## src/rtl/core/bptc_pkg.sv

```systemverilog
`default_nettype none

package bptc_pkg;

    // Register map, one 32-bit word per coefficient.
    localparam int unsigned NUM_REGS   = 6;
    localparam int unsigned ADDR_W     = 5;
    localparam int unsigned REG_IDX_W  = 3;

    localparam logic [REG_IDX_W-1:0] REG_CAL_C1 = 3'd0;
    localparam logic [REG_IDX_W-1:0] REG_CAL_C2 = 3'd1;
    localparam logic [REG_IDX_W-1:0] REG_CAL_C3 = 3'd2;
    localparam logic [REG_IDX_W-1:0] REG_CAL_C4 = 3'd3;
    localparam logic [REG_IDX_W-1:0] REG_CAL_C5 = 3'd4;
    localparam logic [REG_IDX_W-1:0] REG_CAL_C6 = 3'd5;

    // Temperature band limits in 0.01 degC.
    localparam logic signed [21:0] TEMP_REF  = 22'sd2000;
    localparam logic signed [21:0] TEMP_COLD = -22'sd1500;

    // Widths of the intermediate quantities.
    localparam int unsigned DT_W    = 26;
    localparam int unsigned TEMP1_W = 22;
    localparam int unsigned TEMPF_W = 23;
    localparam int unsigned OFF1_W  = 40;
    localparam int unsigned T2_W    = 21;
    localparam int unsigned CORR_W  = 41;
    localparam int unsigned FINAL_W = 42;

    typedef struct packed {
        logic [15:0] c1;
        logic [15:0] c2;
        logic [15:0] c3;
        logic [15:0] c4;
        logic [15:0] c5;
        logic [15:0] c6;
    } t_cal;

    // First-order quantities, before the low-temperature correction.
    typedef struct packed {
        logic                      valid;
        logic [23:0]               d1;
        logic signed [TEMP1_W-1:0] temp;
        logic signed [OFF1_W-1:0]  off;
        logic signed [OFF1_W-1:0]  sens;
        logic [T2_W-1:0]           t2;
    } t_first;

    // Fully corrected quantities, ready for the pressure calculation.
    typedef struct packed {
        logic                      valid;
        logic [23:0]               d1;
        logic signed [TEMPF_W-1:0] temp;
        logic signed [FINAL_W-1:0] off;
        logic signed [FINAL_W-1:0] sens;
    } t_second;

    function automatic logic signed [31:0] sat32(input logic signed [63:0] v);
        logic signed [31:0] res;
        if (v > 64'sh0000_0000_7FFF_FFFF) begin
            res = 32'sh7FFF_FFFF;
        end else if (v < -64'sh0000_0000_8000_0000) begin
            res = 32'sh8000_0000;
        end else begin
            res = v[31:0];
        end
        return res;
    endfunction

endpackage

`default_nettype wire

```

## src/rtl/core/bptc_pressure.sv

```systemverilog
`default_nettype none

module bptc_pressure import bptc_pkg::*; (
    input  wire logic           i_clk,
    input  wire logic           i_rst_n,
    input  wire t_second        i_second,
    output logic                o_valid,
    output logic signed [31:0]  o_pressure,
    output logic signed [31:0]  o_temperature
);

    localparam int unsigned LO_W = FINAL_W / 2;
    localparam int unsigned HI_W = FINAL_W - LO_W;

    // Stage 8: D1 times the two halves of the sensitivity.
    logic                      r8_valid;
    logic signed [TEMPF_W-1:0] r8_temp;
    logic signed [FINAL_W-1:0] r8_off;
    logic [24+LO_W-1:0]        r8_pp_lo;
    logic signed [25+HI_W-1:0] r8_pp_hi;

    // Stage 9: full product.
    logic                      r9_valid;
    logic signed [TEMPF_W-1:0] r9_temp;
    logic signed [FINAL_W-1:0] r9_off;
    logic signed [67:0]        r9_prod;

    // Stage 10: registered outputs.
    logic                      r10_valid;
    logic signed [31:0]        r10_pressure;
    logic signed [31:0]        r10_temperature;
    logic signed [47:0]        n10_q;

    always_ff @(posedge i_clk) begin
        if (!i_rst_n) begin
            r8_valid  <= 1'b0;
            r9_valid  <= 1'b0;
            r10_valid <= 1'b0;
        end else begin
            r8_valid  <= i_second.valid;
            r9_valid  <= r8_valid;
            r10_valid <= r9_valid;
        end
    end

    assign n10_q = $signed(r9_prod[67:21]) - r9_off;

    always_ff @(posedge i_clk) begin
        r8_temp  <= i_second.temp;
        r8_off   <= i_second.off;
        r8_pp_lo <= i_second.d1 * i_second.sens[LO_W-1:0];
        r8_pp_hi <= $signed({1'b0, i_second.d1}) * $signed(i_second.sens[FINAL_W-1:LO_W]);

        r9_temp  <= r8_temp;
        r9_off   <= r8_off;
        r9_prod  <= (68'(r8_pp_hi) <<< LO_W) + $signed({{(68-24-LO_W){1'b0}}, r8_pp_lo});

        r10_pressure    <= sat32(64'(n10_q >>> 15));
        r10_temperature <= sat32(64'(r9_temp));
    end

    assign o_valid       = r10_valid;
    assign o_pressure    = r10_pressure;
    assign o_temperature = r10_temperature;

endmodule

`default_nettype wire

```

## config.mk

```make
export PLATFORM = sky130hd
export DESIGN_NAME = bptc_pressure
export DESIGN_NICKNAME = d
export VERILOG_FILES = /design/src/rtl/core/bptc_pkg.sv /design/src/rtl/core/bptc_pressure.sv
export SDC_FILE = /design/constraint.sdc
export NUM_CORES = 2
export LEC_CHECK = 0
export BUFFER_PORTS_ARGS = -buffer_cell sky130_fd_sc_hd__buf_4
export CORE_UTILIZATION = 59
export DETAILED_ROUTE_END_ITERATION = 12
export GPL_TIMING_DRIVEN = 0
export PLACE_DENSITY = 0.8
export SYNTH_ARGS = -nofsm -noshare
export SYNTH_HDL_FRONTEND = slang
export SYNTH_SLANG_ARGS = --single-unit
```

## constraint.sdc

```tcl
create_clock -name i_clk -period 6.7 [get_ports i_clk]
set_input_delay 1.005 -clock i_clk [delete_from_list [all_inputs] [get_ports i_clk]]
set_output_delay 1.005 -clock i_clk [all_outputs]
set_load 0.02 [all_outputs]
```

==> impl_metrics.yaml <==
synthesis:
  ys.flop_type: "dfxtp_1"
  ys_types: 72
  synth-seq-cells: 306
  seq_area_frac_synth_pct: 14.2
  synth_area_per_cell_um2: 9.22
  syn_nets: 6043
  syn_inst: 4673
  async_reset_ff_share_pct: 0
  synth_area_mm2: 0.0431
  synth_edf_count: 0
  ys_warn_count: 0
placed_design:
  place.gp.congestion: 1.02
  port_buffers: 198
  dp_hpwl_um: 107000
  dp.cells: 5821
sta:
  slew_headroom_pct: 38.9
  fin_ws_ns: -0.378
  setup_tns_ns: -4.47
  setup_viol: 26
  drv_slew: 0
  period_needed_ns: 7.08
  max_freq_ghz: 0.141
  rsz0062_at_grt: "yes"
  hold_viol: 0
  fin_skew_ns: 0.0356
  period_share_pct: 106
  worst_pin_slew_ns: 0.909
finish:
  area_growth_syn_to_layout_pct: 18.2
  num-nets-final: 6395
  nFillCells: 5314
  drive_above_1_share_pct: 15.2
  final_cells: 6021
clock_network:
  cts_hold_repair.buffers: 0
  cts_tree: "yes"
  cts-root-buf: "clkbuf_16"
  cts.sinks: 306
  clk_path_buf_depth: 3
  htreeDepth: 1
  insertion_delay_ns: 0.60
  path_clk_slew_ns: 0.07
  cts_made_buffers: 31
routing:
  via_per_inst: 5.77
  drc: 0
  ant_nets: 0
  firstDrtPassIters: 8
  wirelength_um: 140000
  wl_per_cell_um: 23.2
  vias: 34755
  drt_iter0_drc: 3627
setup_path:
  cp.arrival_ns: 7.54
  reg2reg_slack_ns: 2.59
  crit_path_end_kind: "register"
  path_max_fanout: 10
  worst-setup-path-type: "input port to register"
  start_kind: "input port"
  critPathRequiredTime_ns: 7.16
outcome:
  outcome: "finished, violations left"
  failed_checks: "setup timing"
floorplan:
  pin_count: 199
  die_y_um: 272
  dieArea_mm2: 0.0741
  start_util_pct: 60.0
  die_x_um: 272
  row_count: 98
  fp.coreArea_mm2: 0.0719
global_route:
  grt_remaining_overflow: 0
  grt_pass1_wl_um: 208000
  grt_pass1_vias: 35638
  antenna_found_initial: 25
  grt_max_degree: 17
  grt_usage_pct: 37.8
job:
  drv_cap: 0
min_path:
  min_path_type: "register to register"
==> area by class of cell <==
| type | instances | area, um^2 | share of cell area, % |
|---|---|---|---|
| Buffer | 238 | 2670 | 5.25 |
| Tap cell | 950 | 1190 | 2.33 |
| Antenna cell | 22 | 55.1 | 0.108 |
| Clock inverter | 15 | 221 | 0.435 |
| Sequential cell | 306 | 6130 | 12.0 |
| Inverter | 1040 | 3900 | 7.66 |
| Clock buffer | 42 | 867 | 1.70 |
| Multi-Input combinational cell | 3088 | 33200 | 65.1 |
| Timing Repair Buffer | 320 | 2740 | 5.38 |
==> metal layers <==
layer	GRT usage, %	up-vias	share of wire (%)
met5	0	-	0.077
met4	21.6	10	7.3
met3	13.0	720	13
met2	57.0	2309	43
met1	47.5	17007	36
li1	-	14709	-
==> synthesized netlist by cell type, drive strengths merged, types with 17 or more instances <==
library cell	n	area, um^2
a21o	66	495
a21oi	134	682
and2	480	3000
buf	21	125
clkbuf	218	820
dfxtp	306	6130
fa	831	16600
ha	405	5070
inv	1040	3900
nand2	597	2240
nand2b	26	163
nand3	28	140
nand4	21	131
nor2	62	233
nor2b	24	150
nor3	17	85.1
o21ai	61	309
o22ai	30	194
xnor2	89	787
xor2	44	385
==> repair_timing <==
item | CTS | global route
gates resized for setup | 441 | 163
setup buffers | 86 | 31
pin swaps | 109 | 102
cloned | 5 | 0
endpoints found under the setup margin | 51 | 41
==> state kept, by name, indices dropped and copies added, names as in the netlist <==
register       count
r9_prod           47
r8_pp_hi          46
r8_off            42
r9_off            42
o_pressure        32
o_temperature     24
r8_pp_lo          24
r8_temp           23
r9_temp           23
o_valid            1
r8_valid           1
r9_valid           1
==> worst paths after layout <==
check | start | to | cells past startpoint
hold reg to reg | r8_off[28]$_DFF_P_ | r9_off[28]$_DFF_P_ | 0
setup / recovery | i_second[109] | r8_pp_lo[42]$_DFF_P_ | 27
hold / removal | r8_off[28]$_DFF_P_ | r9_off[28]$_DFF_P_ | 0
setup reg to reg | r8_pp_lo[22]$_DFF_P_ | r9_prod[46]$_DFF_P_ | 12
==> critical path: stages <==
cell       delay, ns
buf_6           0.13
clkbuf_16       0.15
buf_4           0.20
and2_1          0.22
fa_2            0.37
fa_1            0.52
inv_1           0.06
fa_1            0.48
inv_1           0.08
fa_1            0.53
ha_4            0.21
fa_1            0.54
inv_1           0.06
fa_1            0.48
inv_1           0.05
ha_1            0.30
nand3_2         0.09
o221ai_1        0.14
a22o_1          0.32
a211oi_4        0.27
buf_12          0.17
o21ai_4         0.07
a21oi_4         0.21
o21ai_2         0.08
a21o_1          0.21
a221oi_4        0.33
xnor2_2         0.23
==> kinds of logic (layout without fill, tap and decap cells) <==
family | count (synthesis) | count (layout) | share of synthesized area, %
flops | 306 | 306 | 14.2
fa+ha+maj | 1236 | 1236 | 50.4
compound gates | 429 | 429 | 6.60
buf+inv | 1279 | 1655 | 11.3
simple gates | 1290 | 1290 | 14.8
other cells | 0 | 22 | 0
xor+xnor | 133 | 133 | 2.72
==> stage by stage <==
| stage | hold WS [ns] | util, % | worst slack (ns) | area, um^2 |
|---|---|---|---|---|
| after floorplan | 0.310 | - | -0.151 | 43600 |
| after global placement | 0.310 | 64.4 | -1.95 | 46300 |
| after detailed placement | 0.312 | 64.4 | -1.93 | 46300 |
| after CTS | 0.326 | 69.8 | -0.217 | 50100 |
| after global routing | 0.330 | 70.8 | -0.469 | 50900 |
| final | 0.321 | 70.9 | -0.378 | 50900 |
==> layout by cell type, fill, tap and decap left out, types with 24 or more instances in the layout <==
cell type,count
fa_2,27
nand3_1,25
dfxtp_1,306
nor2_1,56
buf_4,297
and2_4,27
nand2_1,587
clkbuf_16,74
ha_1,377
o22ai_1,28
a21oi_1,108
xnor2_1,76
buf_6,27
ha_4,24
inv_1,1024
a21o_1,66
clkbuf_1,53
clkbuf_8,50
xor2_1,41
and2_1,452
nand2b_1,26
fa_1,804
o21ai_0,47
Power is not shown: default switching activity piles up to over one toggle a cycle in this logic, so the estimate is an artifact.
