## config.mk

```make
export PLATFORM = sky130hd
export DESIGN_NAME = bptc_second_order
export DESIGN_NICKNAME = d
export VERILOG_FILES = /design/src/rtl/core/bptc_pkg.sv /design/src/rtl/core/bptc_second_order.sv
export SDC_FILE = /design/constraint.sdc
export NUM_CORES = 2
export LEC_CHECK = 0
export BUFFER_PORTS_ARGS = -buffer_cell sky130_fd_sc_hd__buf_2
export CAP_MARGIN = 20
export CORE_MARGIN = 4
export CORE_UTILIZATION = 50
export CTS_BUF_LIST = sky130_fd_sc_hd__clkbuf_8
export DETAILED_ROUTE_END_ITERATION = 12
export PLACE_DENSITY = 0.67
export SLEW_MARGIN = 20
export SYNTH_ARGS = -nofsm -noshare
export SYNTH_HDL_FRONTEND = slang
export SYNTH_SLANG_ARGS = --single-unit
export TNS_END_PERCENT = 30
```

## constraint.sdc

```tcl
create_clock -name i_clk -period 16.15 [get_ports i_clk]
set_input_delay 1.615 -clock i_clk [delete_from_list [all_inputs] [get_ports i_clk]]
set_output_delay 1.615 -clock i_clk [all_outputs]
set_load 0.02 [all_outputs]
```

## src/rtl/core/bptc_pkg.sv

```systemverilog
`default_nettype none

package bptc_pkg;

    // Register map, one 32-bit word per coefficient.
    localparam int unsigned NUM_REGS   = 6;
    localparam int unsigned ADDR_W     = 5;
    localparam int unsigned REG_IDX_W  = 3;

    localparam logic [REG_IDX_W-1:0] REG_CAL_C1 = 3'd0;
    localparam logic [REG_IDX_W-1:0] REG_CAL_C2 = 3'd1;
    localparam logic [REG_IDX_W-1:0] REG_CAL_C3 = 3'd2;
    localparam logic [REG_IDX_W-1:0] REG_CAL_C4 = 3'd3;
    localparam logic [REG_IDX_W-1:0] REG_CAL_C5 = 3'd4;
    localparam logic [REG_IDX_W-1:0] REG_CAL_C6 = 3'd5;

    // Temperature band limits in 0.01 degC.
    localparam logic signed [21:0] TEMP_REF  = 22'sd2000;
    localparam logic signed [21:0] TEMP_COLD = -22'sd1500;

    // Widths of the intermediate quantities.
    localparam int unsigned DT_W    = 26;
    localparam int unsigned TEMP1_W = 22;
    localparam int unsigned TEMPF_W = 23;
    localparam int unsigned OFF1_W  = 40;
    localparam int unsigned T2_W    = 21;
    localparam int unsigned CORR_W  = 41;
    localparam int unsigned FINAL_W = 42;

    typedef struct packed {
        logic [15:0] c1;
        logic [15:0] c2;
        logic [15:0] c3;
        logic [15:0] c4;
        logic [15:0] c5;
        logic [15:0] c6;
    } t_cal;

    // First-order quantities, before the low-temperature correction.
    typedef struct packed {
        logic                      valid;
        logic [23:0]               d1;
        logic signed [TEMP1_W-1:0] temp;
        logic signed [OFF1_W-1:0]  off;
        logic signed [OFF1_W-1:0]  sens;
        logic [T2_W-1:0]           t2;
    } t_first;

    // Fully corrected quantities, ready for the pressure calculation.
    typedef struct packed {
        logic                      valid;
        logic [23:0]               d1;
        logic signed [TEMPF_W-1:0] temp;
        logic signed [FINAL_W-1:0] off;
        logic signed [FINAL_W-1:0] sens;
    } t_second;

    function automatic logic signed [31:0] sat32(input logic signed [63:0] v);
        logic signed [31:0] res;
        if (v > 64'sh0000_0000_7FFF_FFFF) begin
            res = 32'sh7FFF_FFFF;
        end else if (v < -64'sh0000_0000_8000_0000) begin
            res = 32'sh8000_0000;
        end else begin
            res = v[31:0];
        end
        return res;
    endfunction

endpackage

`default_nettype wire

```

## src/rtl/core/bptc_second_order.sv

```systemverilog
`default_nettype none

module bptc_second_order import bptc_pkg::*; (
    input  wire logic i_clk,
    input  wire logic i_rst_n,
    input  wire t_first i_first,
    output t_second   o_second
);

    // Stage 4: band flags and distances from the band limits.
    logic                      r4_valid;
    t_first                    r4_f;
    logic                      r4_warm_low;
    logic                      r4_cold;
    logic signed [22:0]        r4_a;
    logic signed [22:0]        r4_b;

    // Stage 5: squared distances and corrected temperature.
    logic                      r5_valid;
    logic [23:0]               r5_d1;
    logic signed [OFF1_W-1:0]  r5_off;
    logic signed [OFF1_W-1:0]  r5_sens;
    logic signed [TEMPF_W-1:0] r5_temp;
    logic [35:0]               r5_aa;
    logic [35:0]               r5_bb;
    logic signed [45:0]        n5_aa;
    logic signed [45:0]        n5_bb;

    // Stage 6: offset and sensitivity corrections.
    logic                      r6_valid;
    logic [23:0]               r6_d1;
    logic signed [OFF1_W-1:0]  r6_off;
    logic signed [OFF1_W-1:0]  r6_sens;
    logic signed [TEMPF_W-1:0] r6_temp;
    logic [CORR_W-1:0]         r6_off2;
    logic [CORR_W-1:0]         r6_sens2;
    logic [CORR_W+5:0]         n6_off2_x61;

    // Stage 7: corrected offset and sensitivity.
    t_second                   r7;

    assign n5_aa = r4_a * r4_a;
    assign n5_bb = r4_b * r4_b;
    // 61 * aa, as 64 * aa - 4 * aa + aa.
    assign n6_off2_x61 = ({6'b0, r5_aa, 5'b0} << 1) - {9'b0, r5_aa, 2'b0} + {11'b0, r5_aa};

    always_ff @(posedge i_clk) begin
        if (!i_rst_n) begin
            r4_valid <= 1'b0;
            r5_valid <= 1'b0;
            r6_valid <= 1'b0;
            r7.valid <= 1'b0;
        end else begin
            r4_valid <= i_first.valid;
            r5_valid <= r4_valid;
            r6_valid <= r5_valid;
            r7.valid <= r6_valid;
            r7.d1    <= r6_d1;
            r7.temp  <= r6_temp;
            r7.off   <= $signed(r6_off) - $signed({1'b0, r6_off2});
            r7.sens  <= $signed(r6_sens) - $signed({1'b0, r6_sens2});
        end
    end

    always_ff @(posedge i_clk) begin
        r4_f        <= i_first;
        r4_warm_low <= i_first.temp < TEMP_REF;
        r4_cold     <= i_first.temp < TEMP_COLD;
        r4_a        <= $signed(i_first.temp) - 23'sd2000;
        r4_b        <= $signed(i_first.temp) + 23'sd1500;

        r5_d1   <= r4_f.d1;
        r5_off  <= r4_f.off;
        r5_sens <= r4_f.sens;
        // Above the reference temperature no correction applies at all.
        r5_aa   <= r4_warm_low ? n5_aa[35:0] : 36'd0;
        r5_bb   <= r4_cold ? n5_bb[35:0] : 36'd0;
        r5_temp <= r4_warm_low ? $signed(r4_f.temp) - $signed({2'b00, r4_f.t2})
                               : TEMPF_W'(r4_f.temp);

        r6_d1    <= r5_d1;
        r6_off   <= r5_off;
        r6_sens  <= r5_sens;
        r6_temp  <= r5_temp;
        r6_off2  <= n6_off2_x61[CORR_W+3:4] + CORR_W'(({5'b0, r5_bb} << 4) - {5'b0, r5_bb});
        r6_sens2 <= CORR_W'({5'b0, r5_aa} << 1) + CORR_W'({5'b0, r5_bb} << 3);
    end

    assign o_second = r7;

endmodule

`default_nettype wire

```

==> impl_metrics.ini <==
[outcome]
status = finished, final reports clean

[yosys]
synth_edf_count = 131
ys.flop_type = dfxtp_1
synth_fp_nets = 7312
synth_seq_cells = 727
syn_inst = 5838
ys_warn_count = 0
synth.yosys.seq_area_share_pct = 27.2
ys_async_sr_fraction_pct = 0
synth_area_mm2 = 0.0584
synth_cell_types = 75
syn_avg_cell_area_um2 = 10.0

[setup_path]
crit_fanout = 36
r2r_start = r4_b[1]
critPathLaunchType = flop
critPathCapture = r5_aa[32]
required_ns = 16.81
max_stage_delay_ns = 0.86
rrSetupSlack_ns = 7.90
arrival_ns = 8.91
crit_path_start = r4_b[1]
path_class = reg2reg
path_common_cell = fa_1
worst_path_max_delay_cell = clkinv_1
reg2reg_depth = 26
timing.rr.end = r5_aa[32]
cp-end-kind = flop

[floorplan]
ioPinCount = 282
rows = 125
core_mm2 = 0.116
dieArea_mm2 = 0.122
start_util_pct = 50.3
die_w_um = 350
die_h_um = 350

[worst_hold_path]
worst_hold_path_type = reg2reg

[clock_network]
cts_resized = 0
cts_buffers = 114
htreeDepth = 3
clock_latency_ns = 0.77
ctsHoldBuffers = 0
path_clk_slew_ns = 0.07
tritoncts = done
cts_sinks = 727
clk_path_buf_depth = 3
clockRootBuffer = clkbuf_8
post_cts_buffers = 0

[timing]
fin_skew_ns = 0.0445
worstMarginPinSlew_ns = 1.12
rsz0062_at_grt = no
drv_slew = 0
min_period_ns = 8.25
hold_viol = 0
fmax_mhz = 121
finalSetupTns_ns = 0
post-route-period-util_pct = 51.1
finalSetupViolCount = 0
worst_slew_margin_rel_pct = 25.4
whs_ns = 0.310

[global_routing]
antenna_found_initial = 2
grt_pass1_wl_um = 219000
globalRouteTotalUtil_pct = 22.5
grt_max_degree = 85
overflow = 0
grt_pass1_vias = 42700

[drt]
dr.pass1.iters = 5
drtAntennaViolNets = 0
dr_total_vias = 39800
drc = 0
wl_per_cell_um = 17.2
routed_wl_um = 134000
avgViaCountPerCell = 5.12
drt-initial-drc-count = 2229

[layout]
drive_above_1_share_pct = 8.54
nets = 7616
mostFrequentLayoutCells = 1283 x inv_1, 846 x fa_1, 596 x dfxtp_1
layout_commonest_cell = inv_1
area_delta_synth_final_pct = 9.53
multi_input_area_mm2 = 0.0374
nFillCells = 10200
regArea_mm2 = 0.0159

[placed_design]
io_buffers = 281
routabilityCongestion = 0.905
hpwl_um = 109000

[run]
cap_violations = 0
==> synth_stat cells (24+ instances only) <==
cell type  instances  share of area [%]
or3_1             24               0.26
ha_1             478                 10
edfxtp_1         131                6.7
o31ai_1           27               0.35
inv_1           1256                8.1
o21a_1            49               0.63
fa_1             846                 29
xnor2_1          239                3.6
o21bai_1          42               0.54
dfxtp_1          596                 20
a21oi_1          260                2.2
nor2_1           284                1.8
xor2_1           105                1.6
clkbuf_1         106               0.68
a21o_1           120                1.5
nor3_1            67               0.57
a211oi_1          32               0.41
and3_1            24               0.26
nor2b_1           46               0.49
nand3_1           49               0.42
o21ai_0          151                1.3
and2_1           231                2.5
nand4_1           31               0.33
nand2_1          362                2.3
nand2b_1          55               0.59
==> worst min-delay path by stage <==
stage,startpoint,end,slack (ns),depth (start not counted)
after floorplan,r4_f[123],r5_d1[0],0.31,0
after global placement,r5_d1[14],r6_d1[14],0.31,0
after detailed placement,r5_off[5],r6_off[5],0.31,0
after CTS,r4_f[127],r5_d1[4],0.30,0
after global routing,r4_f[127],r5_d1[4],0.32,0
final,r5_sens[32],r6_sens[32],0.31,0
==> through the flow <==
step | setup slack, ns | cells | util, % | instance area, µm²
2_1_floorplan | 9.28 | 5838 | - | 58400
3_3_place_gp | 8.25 | 7550 | 53.0 | 61500
3_5_place_dp | 8.12 | 7550 | 53.0 | 61500
4_1_cts | 8.09 | 7767 | 55.1 | 64000
5_1_grt | 7.49 | 7770 | 55.1 | 64000
6_report | 7.90 | 7770 | 55.1 | 64000
==> final cells by class <==
cell class	count	share of cell area [%]
clock buffer	130	2.80
sequential	727	24.8
inverter	1257	7.37
multi-input combinational	3741	58.5
antenna	3	0.0117
clock inverter	87	1.13
tap	1524	2.98
timing repair buffer	301	2.44
==> layer usage <==
metal | vias up | part of all wire [%] | track usage [%]
met3 | 283 | 5.5 | 3.09
met2 | 1132 | 49 | 39.6
met1 | 19400 | 42 | 28.3
met4 | 0 | 3.9 | 8.68
li1 | 19000 | - | -
met5 | - | 0 | 0
==> flip-flops by register name, summed over array words and instances, names as in the netlist, 35 cells and up <==
name,cells
o_second,132
r6_sens,40
r5_aa,35
r5_bb,35
r6_sens2,38
r6_off,40
r5_sens,40
r6_off2,41
r4_f,143
r5_off,40
==> critical path: cells and delay by family (launching register included) <==
| kind | cells | cell delay (ns) |
|---|---|---|
| AOI/OAI and AO/OA | 9 | 1.74 |
| adders and majority gates | 8 | 3.58 |
| buffers and inverters | 6 | 1.46 |
| DFF | 1 | 0.30 |
| and+or+nand+nor | 3 | 1.01 |
==> cell families after synthesis <==
family / count (synthesis) / synth area share, %
buffers and inverters: 1370 / 8.80
adder cells (fa/ha/maj): 1324 / 39.2
AND/OR/NAND/NOR: 1237 / 10.4
AO/OA/AOI/OAI: 818 / 8.96
flip-flops: 727 / 27.2
XOR/XNOR: 344 / 5.16
multiplexers: 18 / 0.341
Power is not shown: default switching activity piles up to over one toggle a cycle in this logic, so the estimate is an artifact.
