`config.mk`:
```
export PLATFORM = sky130hd
export DESIGN_NAME = bptc_cfg_regs
export DESIGN_NICKNAME = d
export VERILOG_FILES = /design/src/rtl/core/bptc_pkg.sv /design/src/rtl/core/bptc_cfg_regs.sv
export SDC_FILE = /design/constraint.sdc
export NUM_CORES = 1
export LEC_CHECK = 0
export BUFFER_PORTS_ARGS = -buffer_cell sky130_fd_sc_hd__clkbuf_2
export CORE_AREA = 4 4 107 89
export CTS_BUF_LIST = sky130_fd_sc_hd__clkbuf_4
export DETAILED_ROUTE_END_ITERATION = 16
export DIE_AREA = 0 0 111 93
export PLACE_DENSITY_LB_ADDON = 0.2
export SLEW_MARGIN = 0
export SYNTH_ARGS = -nofsm -noshare
export SYNTH_HDL_FRONTEND = slang
export SYNTH_SLANG_ARGS = --single-unit
export TNS_END_PERCENT = 30
```
`constraint.sdc`:
```
create_clock -name i_clk -period 2.55 [get_ports i_clk]
set_clock_uncertainty 0.1 [all_clocks]
set_input_delay 0.255 -clock i_clk [delete_from_list [all_inputs] [get_ports i_clk]]
set_output_delay 0.255 -clock i_clk [all_outputs]
set_load 0.01 [all_outputs]
```
`src/rtl/core/bptc_pkg.sv`:
```
`default_nettype none

package bptc_pkg;

    // Register map, one 32-bit word per coefficient.
    localparam int unsigned NUM_REGS   = 6;
    localparam int unsigned ADDR_W     = 5;
    localparam int unsigned REG_IDX_W  = 3;

    localparam logic [REG_IDX_W-1:0] REG_CAL_C1 = 3'd0;
    localparam logic [REG_IDX_W-1:0] REG_CAL_C2 = 3'd1;
    localparam logic [REG_IDX_W-1:0] REG_CAL_C3 = 3'd2;
    localparam logic [REG_IDX_W-1:0] REG_CAL_C4 = 3'd3;
    localparam logic [REG_IDX_W-1:0] REG_CAL_C5 = 3'd4;
    localparam logic [REG_IDX_W-1:0] REG_CAL_C6 = 3'd5;

    // Temperature band limits in 0.01 degC.
    localparam logic signed [21:0] TEMP_REF  = 22'sd2000;
    localparam logic signed [21:0] TEMP_COLD = -22'sd1500;

    // Widths of the intermediate quantities.
    localparam int unsigned DT_W    = 26;
    localparam int unsigned TEMP1_W = 22;
    localparam int unsigned TEMPF_W = 23;
    localparam int unsigned OFF1_W  = 40;
    localparam int unsigned T2_W    = 21;
    localparam int unsigned CORR_W  = 41;
    localparam int unsigned FINAL_W = 42;

    typedef struct packed {
        logic [15:0] c1;
        logic [15:0] c2;
        logic [15:0] c3;
        logic [15:0] c4;
        logic [15:0] c5;
        logic [15:0] c6;
    } t_cal;

    // First-order quantities, before the low-temperature correction.
    typedef struct packed {
        logic                      valid;
        logic [23:0]               d1;
        logic signed [TEMP1_W-1:0] temp;
        logic signed [OFF1_W-1:0]  off;
        logic signed [OFF1_W-1:0]  sens;
        logic [T2_W-1:0]           t2;
    } t_first;

    // Fully corrected quantities, ready for the pressure calculation.
    typedef struct packed {
        logic                      valid;
        logic [23:0]               d1;
        logic signed [TEMPF_W-1:0] temp;
        logic signed [FINAL_W-1:0] off;
        logic signed [FINAL_W-1:0] sens;
    } t_second;

    function automatic logic signed [31:0] sat32(input logic signed [63:0] v);
        logic signed [31:0] res;
        if (v > 64'sh0000_0000_7FFF_FFFF) begin
            res = 32'sh7FFF_FFFF;
        end else if (v < -64'sh0000_0000_8000_0000) begin
            res = 32'sh8000_0000;
        end else begin
            res = v[31:0];
        end
        return res;
    endfunction

endpackage

`default_nettype wire

```
`src/rtl/core/bptc_cfg_regs.sv`:
```
`default_nettype none

module bptc_cfg_regs import bptc_pkg::*; (
    input  wire logic              i_clk,
    input  wire logic              i_rst_n,
    input  wire logic              psel,
    input  wire logic              penable,
    input  wire logic              pwrite,
    input  wire logic [ADDR_W-1:0] paddr,
    input  wire logic [31:0]       pwdata,
    output logic [31:0]            prdata,
    output t_cal                   o_cal
);

    t_cal                 r_cal;
    logic                 wr_en;
    logic [REG_IDX_W-1:0] reg_idx;

    // The byte offset within a word is ignored.
    assign reg_idx = paddr[ADDR_W-1:2];
    assign wr_en   = psel & penable & pwrite;

    always_ff @(posedge i_clk) begin
        if (!i_rst_n) begin
            r_cal <= '0;
        end else if (wr_en) begin
            case (reg_idx)
                REG_CAL_C1: r_cal.c1 <= pwdata[15:0];
                REG_CAL_C2: r_cal.c2 <= pwdata[15:0];
                REG_CAL_C3: r_cal.c3 <= pwdata[15:0];
                REG_CAL_C4: r_cal.c4 <= pwdata[15:0];
                REG_CAL_C5: r_cal.c5 <= pwdata[15:0];
                REG_CAL_C6: r_cal.c6 <= pwdata[15:0];
                default: ;
            endcase
        end
    end

    always_comb begin
        case (reg_idx)
            REG_CAL_C1: prdata = {16'h0000, r_cal.c1};
            REG_CAL_C2: prdata = {16'h0000, r_cal.c2};
            REG_CAL_C3: prdata = {16'h0000, r_cal.c3};
            REG_CAL_C4: prdata = {16'h0000, r_cal.c4};
            REG_CAL_C5: prdata = {16'h0000, r_cal.c5};
            REG_CAL_C6: prdata = {16'h0000, r_cal.c6};
            default:    prdata = 32'h0000_0000;
        endcase
    end

    assign o_cal = r_cal;

endmodule

`default_nettype wire

```
==> flow_metrics.py, run 1 <==
metrics = {
    "finish": {
        "stdcell_area_um2": 5340,
        "largest_reg_flops": 96,
        "stdcell_count": 685,
        "area_growth_pct": 17.2,
        "drive_above_1_share_pct": 31.8,
        "multi_input_area_um2": 2350,
        "seq_area_um2": 1920,
        "layout.nets": 610,
        "antennaDiodeCount": 0,
        "final.fill_count": 725,
    },
    "worst_hold_path": {
        "hp-class": "in -> reg",
    },
    "clock_network": {
        "cts_sinks": 96,
        "root_buffer": "clkbuf_4",
        "cts_tree": "yes",
        "cts_setup_buffers": 0,
        "numCtsBuffers": 9,
        "insertion_delay_ps": 430,
        "cts_hold_buf": 0,
        "clockBufferDepth": 2,
        "clk_pin_slew_worst_paths_ps": 140,
        "cts_resized": 0,
        "h-tree-depth": 3,
    },
    "grt": {
        "overflow": 0,
        "grt_pass1_wl_um": 18600,
        "grt_use_total_pct": 22.3,
        "antenna_found_initial": 0,
        "grt_pass1_vias": 3641,
        "grt_max_degree": 50,
    },
    "placed_design": {
        "dpl_cell_area_um2": 5170,
        "dp_cells": 669,
        "dp_hpwl_um": 8000,
        "gp_congestion": 0.809,
        "numPortBuffers": 135,
        "pre_cts_slack_ps": 393,
    },
    "run": {
        "cap_violations": 0,
    },
    "detailed_routing": {
        "avgRoutedWirePerCell_um": 16.7,
        "drt-initial-drc-count": 185,
        "vias_per_cell": 5.30,
        "num_vias": 3629,
        "drc": 0,
        "firstDrtPassIters": 4,
        "wl_um": 11500,
        "ant_nets": 0,
    },
    "floorplanning": {
        "die_h_um": 93,
        "io_pins": 170,
        "rows": 30,
        "core_um2": 8370,
        "initial_core_util_pct": 54.4,
        "die_area_um2": 10300,
        "dieWidth_um": 111,
    },
    "synth": {
        "synth_area_leaders": "dfxtp_1 (42%), mux2i_1 (27%), nand2_1 (9.2%)",
        "ys_seq_area_share_pct": 42.2,
        "netlist_area_um2": 4550,
        "netlist.area_leader.share_pct": 42.2,
        "ys_ff_latch": 96,
        "yosys_warnings": 0,
        "synth.distinct_cells": 25,
        "yosysTopAreaCell": "dfxtp_1",
        "synth_cells": 444,
        "syn_area_per_cell_um2": 10.3,
    },
    "sta": {
        "rsz0062_at_grt": "no",
        "setup_tns_ps": 0,
        "slew_headroom_pct": 60.4,
        "setup_ws_ps": 526,
        "finalSetupViolations": 0,
        "tightest_slew_ps": 594,
        "clock.fmax_ghz": 0.494,
        "slew_viol_final": 0,
        "hold_viol": 0,
        "period_minus_slack_ps": 2020,
        "finalCritPeriodShare_pct": 79.4,
    },
    "critical_path": {
        "cp.arrival_ps": 1670,
        "path_buf_inv": 2,
        "critical-path-max-stage-delay_ps": 460,
        "crit_chain": "clkbuf_2 -> nor2b_1 -> a22oi_1 -> o21ai_0 -> clkbuf_2",
        "cpMostUsedCell": "clkbuf_2",
        "path_max_fanout": 21,
        "cp_slowest_cell": "nor2b_1",
        "end_kind": "output pin",
        "crit_path_start_kind": "primary input",
        "cp_top_family": "buffers and inverters",
        "worstPathRequired_ps": 2190,
        "worstSetupPathType": "in -> out",
    },
    "power_and_ir_drop": {
        "irDropWorstVdd_v": 0.000310,
        "powerDensity_nw_per_um2": 499,
        "leakage_nw": 2.31,
        "total_power_mw": 2.66,
    },
    "outcome": {
        "status": "finished, final reports clean",
    },
}
## cells in the mapped netlist, drive strengths merged
cell type	number
a21oi	3
a221oi	3
a22oi	7
a32oi	4
and2b	1
buf	31
clkbuf	13
clkinv	1
conb	1
dfxtp	96
mux2	14
mux2i	123
nand2	112
nand2b	2
nand4	1
nand4b	1
nor2	6
nor2b	2
o21ai	13
o22a	9
or2	1
## per-layer routing
metal  global-route usage (%)  part of all wire (%)  up-vias  wire length [um]
met5                        0                     0        -                 0
met4                     6.46                   1.0        0               116
met1                     27.9                    44     1732              5080
met3                     6.79                   7.0       10               805
li1                         -                     -     1768                 -
met2                     37.5                    48      119              5460
## where the power goes
group          switching, mW  internal, mW
clock                  0.519         0.401
combinational          0.149        0.0733
sequential           0.00926          1.51
## worst min-delay path, stage by stage
cell,delay (ps)
clkbuf_2,80
nand2_1,140
mux2i_1,90
## final cells by class
class,instances,share of cell area (%)
Multi-Input combinational cell,318,44.1
Tap cell,112,2.63
Sequential cell,96,36.0
Clock buffer,9,1.27
Clock inverter,7,1.78
Timing Repair Buffer,142,14.2
Inverter,1,0.0703
## worst paths after layout
check	start	to	slack, ps	cells after the start
hold / removal	pwdata[15]	o_cal[95]	80	3
hold reg to reg	o_cal[7]	o_cal[7]	380	2
setup / recovery	paddr[2]	prdata[12]	530	5
setup reg to reg	o_cal[62]	o_cal[62]	1790	2
## through the flow
| stage | hold WS (ps) | utilization, % |
|---|---|---|
| finish | 79.0 | 63.8 |
| global route | 59.8 | 63.8 |
| CTS | 51.4 | 63.8 |
| detailed placement | 363 | 61.8 |
| global placement | 355 | 61.8 |
| floorplan | 388 | - |
## placed cells by master (no fill, tap or decap), drive strengths merged
cell type and n:
mux2i 123, a221oi 3, inv 1, or2 1
dfxtp 96, clkinv 5, conb 16, nand4b 1
o22a 9, a32oi 4, a21oi 3, and2b 1
nand2b 2, bufinv 2, a22oi 7, nand4 1
mux2 14, buf 8, nand2 112, nor2 6
o21ai 13, nor2b 2, clkbuf 143
## kinds of logic (layout without fill, tap and decap cells)
group / Yosys count / after routing / synth area share, %
muxes: 137 / 137 / 30.5
and+or+nand+nor: 126 / 126 / 13.9
DFF: 96 / 96 / 42.2
buffers and inverters: 45 / 159 / 7.34
AOI/OAI and AO/OA: 39 / 39 / 5.99
other: 1 / 16 / 0.0824
(Power assumes the default switching activity.)
==> run 2: changes to the inputs <==
--- a/config.mk
+++ b/config.mk
@@ -6,10 +6,10 @@
 export NUM_CORES = 1
 export LEC_CHECK = 0
 export BUFFER_PORTS_ARGS = -buffer_cell sky130_fd_sc_hd__clkbuf_2
-export CORE_AREA = 4 4 107 89
+export CORE_AREA = 4 4 117 96
 export CTS_BUF_LIST = sky130_fd_sc_hd__clkbuf_4
 export DETAILED_ROUTE_END_ITERATION = 16
-export DIE_AREA = 0 0 111 93
+export DIE_AREA = 0 0 121 100
 export PLACE_DENSITY_LB_ADDON = 0.2
 export SLEW_MARGIN = 0
 export SYNTH_ARGS = -nofsm -noshare
==> constraint.sdc (replaced) <==
create_clock -name i_clk -period 1.8 [get_ports i_clk]
set_clock_uncertainty 0.1 [all_clocks]
set_input_delay 0.18 -clock i_clk [delete_from_list [all_inputs] [get_ports i_clk]]
set_output_delay 0.18 -clock i_clk [all_outputs]
set_load 0.01 [all_outputs]
==> run 2 against run 1 <==
Effect of this change: critical path depth fell by 1; non-clock buffer count up 31; largest cell class unchanged; first-iteration DRC count is 1.1% higher; die area increased by 17%; final cell count grew 8.6%; worst setup slack lost 490 ps; power increased by 44%; highest routed layer unchanged; worst hold slack worse by 45 ps; wire length grew 5.2%; via count is 2.3% higher; combinational power grew 64%.
==> flow_metrics.py, run 2 (synthesis results as in run 1) <==
metrics = {
    "critical_path": {
        "worst-path-stages": 4,
        "endpoint": "prdata[1]",
        "path_buf_inv": 1,
        "crit_chain": "mux2_2 -> a221oi_2 -> a21oi_1 -> clkbuf_2",
        "cp_slowest_cell": "dfxtp_2",
        "critPathLaunch": "o_cal[49]",
        "cp.arrival_ps": 1480,
        "crit_path_start_kind": "register",
        "worstSetupPathType": "reg -> out",
        "cp_top_family": "flip-flops",
        "reg2regPathDepth": 2,
        "critical-path-max-stage-delay_ps": 350,
        "rr_endpoint": "o_cal[91]",
        "r2r_setup_slack_ps": 1010,
        "path_max_fanout": 3,
        "worstPathRequired_ps": 1520,
        "worstReg2RegStart": "o_cal[91]",
        "end_kind": "output pin",
    },
    "detailed_routing": {
        "num_vias": 3711,
        "drt-initial-drc-count": 187,
        "vias_per_cell": 4.99,
        "drc": 0,
        "ant_nets": 0,
        "wl_met1_um": 5600,
        "wl_um": 12100,
        "topRoutingLayerUsed": "met4",
        "routed-wl-met3_um": 832,
        "firstDrtPassIters": 4,
        "wl_met2_um": 5560,
        "avgRoutedWirePerCell_um": 16.2,
    },
    "finish": {
        "drive_above_1_share_pct": 36.1,
        "largest_reg_flops": 96,
        "mostFrequentLayoutCell": "clkbuf_2",
        "stdcell_count": 744,
        "antennaDiodeCount": 0,
        "layout.nets": 641,
        "final.fill_count": 920,
        "area_growth_pct": 27.4,
        "layout_common_cells": "clkbuf_2 (134), mux2i_1 (123), nand2_1 (112), dfxtp_1 (82), conb_1 (16)",
    },
    "sta": {
        "period_minus_slack_ps": 1760,
        "slew_viol_final": 0,
        "hold_viol": 0,
        "rsz0062_at_grt": "yes",
        "hold_ws_ps": 34.1,
        "setup_tns_ps": 0,
        "finalCritPeriodShare_pct": 97.8,
        "clock.fmax_ghz": 0.568,
        "finalSetupViolations": 0,
    },
    "worst_hold_path": {
        "min_path_cells": 3,
        "hold_start": "pwdata[4]",
        "hp-class": "in -> reg",
    },
    "grt": {
        "grt_pass1_wl_um": 19400,
        "grt_max_degree": 44,
        "grt_pass1_vias": 3609,
        "grt_use_total_pct": 20.1,
        "overflow": 0,
        "antenna_found_initial": 0,
    },
    "clock_network": {
        "insertion_delay_ps": 430,
        "root_buffer": "clkbuf_4",
        "numCtsBuffers": 9,
        "cts_tree": "yes",
        "clockBufferDepth": 2,
        "h-tree-depth": 3,
        "clk_pin_slew_worst_paths_ps": 150,
        "cts_sinks": 96,
    },
    "floorplanning": {
        "rows": 33,
        "die_h_um": 100,
        "io_pins": 170,
        "die_area_um2": 12100,
        "dieWidth_um": 121,
        "initial_core_util_pct": 45.0,
        "core_um2": 10100,
    },
    "power_and_ir_drop": {
        "p_sw_mw": 0.944,
        "power_frac_clock_pct": 34.1,
        "irDropWorstVdd_v": 0.000340,
        "powerDensity_nw_per_um2": 659,
        "power.internal_mw": 2.88,
        "power_frac_comb_pct": 9.5,
        "p_seq_share_pct": 56.4,
        "leakage_nw": 2.51,
        "swShare_pct": 24.7,
    },
    "run": {
        "cap_violations": 0,
    },
    "placed_design": {
        "dp_cells": 712,
        "dp_hpwl_um": 8640,
        "numPortBuffers": 135,
        "gp_congestion": 0.838,
    },
    "outcome": {
        "status": "finished, final reports clean",
    },
}
## run 2: layer usage
metal / vias to the layer above / track usage [%]
met3: 8 / 4.96
li1: 1821 / -
met2: 131 / 32.7
met5: - / 0
met4: 0 / 3.66
met1: 1751 / 27.4
## run 2: worst reg2reg max path, delay by kind of cell, from the launching register on
family | cells | cell delay (ps)
mux | 1 | 140
simple gates | 1 | 70
flops | 1 | 420
## run 2: power by group through the flow
stage | combinational [mW] | sequential (mW) | clock (mW)
floorplan | 0.233 | 2.20 | 0
global placement | 0.332 | 2.20 | 0
global route | 0.395 | 2.16 | 1.41
detailed placement | 0.339 | 2.20 | 0
CTS | 0.364 | 2.15 | 1.34
finish | 0.364 | 2.15 | 1.30
## run 2: worst min path at each step
stage | end
floorplan | o_cal[33]
global placement | o_cal[92]
detailed placement | o_cal[33]
CTS | o_cal[28]
global route | o_cal[80]
finish | o_cal[20]
## run 2: stage by stage
step                instance area [um2]  util, %  setup slack [ps]  power, mW
floorplan                          4610        -               425       2.44
global placement                   5450     53.9               102       2.53
detailed placement                 5450     53.9              45.1       2.54
CTS                                5760     57.0              8.61       3.86
global route                       5800     57.3             -52.7       3.97
finish                             5800     57.3              40.2       3.82
## run 2: area by class of cell
type,count,area [um2],area share (%)
inverters,1,3.75,0.0647
repair buffers,173,1150,19.8
flip-flops and latches,96,1940,33.4
clock buffers,11,82.6,1.42
multi-input cells,318,2370,40.9
well taps,140,175,3.02
clock inverters,5,81.3,1.40
## run 2: what timing repair did
| item | in CTS | in global routing |
|---|---|---|
| hold buffers | 13 | 0 |
| resized for setup | 5 | 15 |
| setup buffers | 0 | 3 |
| hold endpoints to repair | 49 | 0 |
| setup endpoints to repair | 3 | 8 |
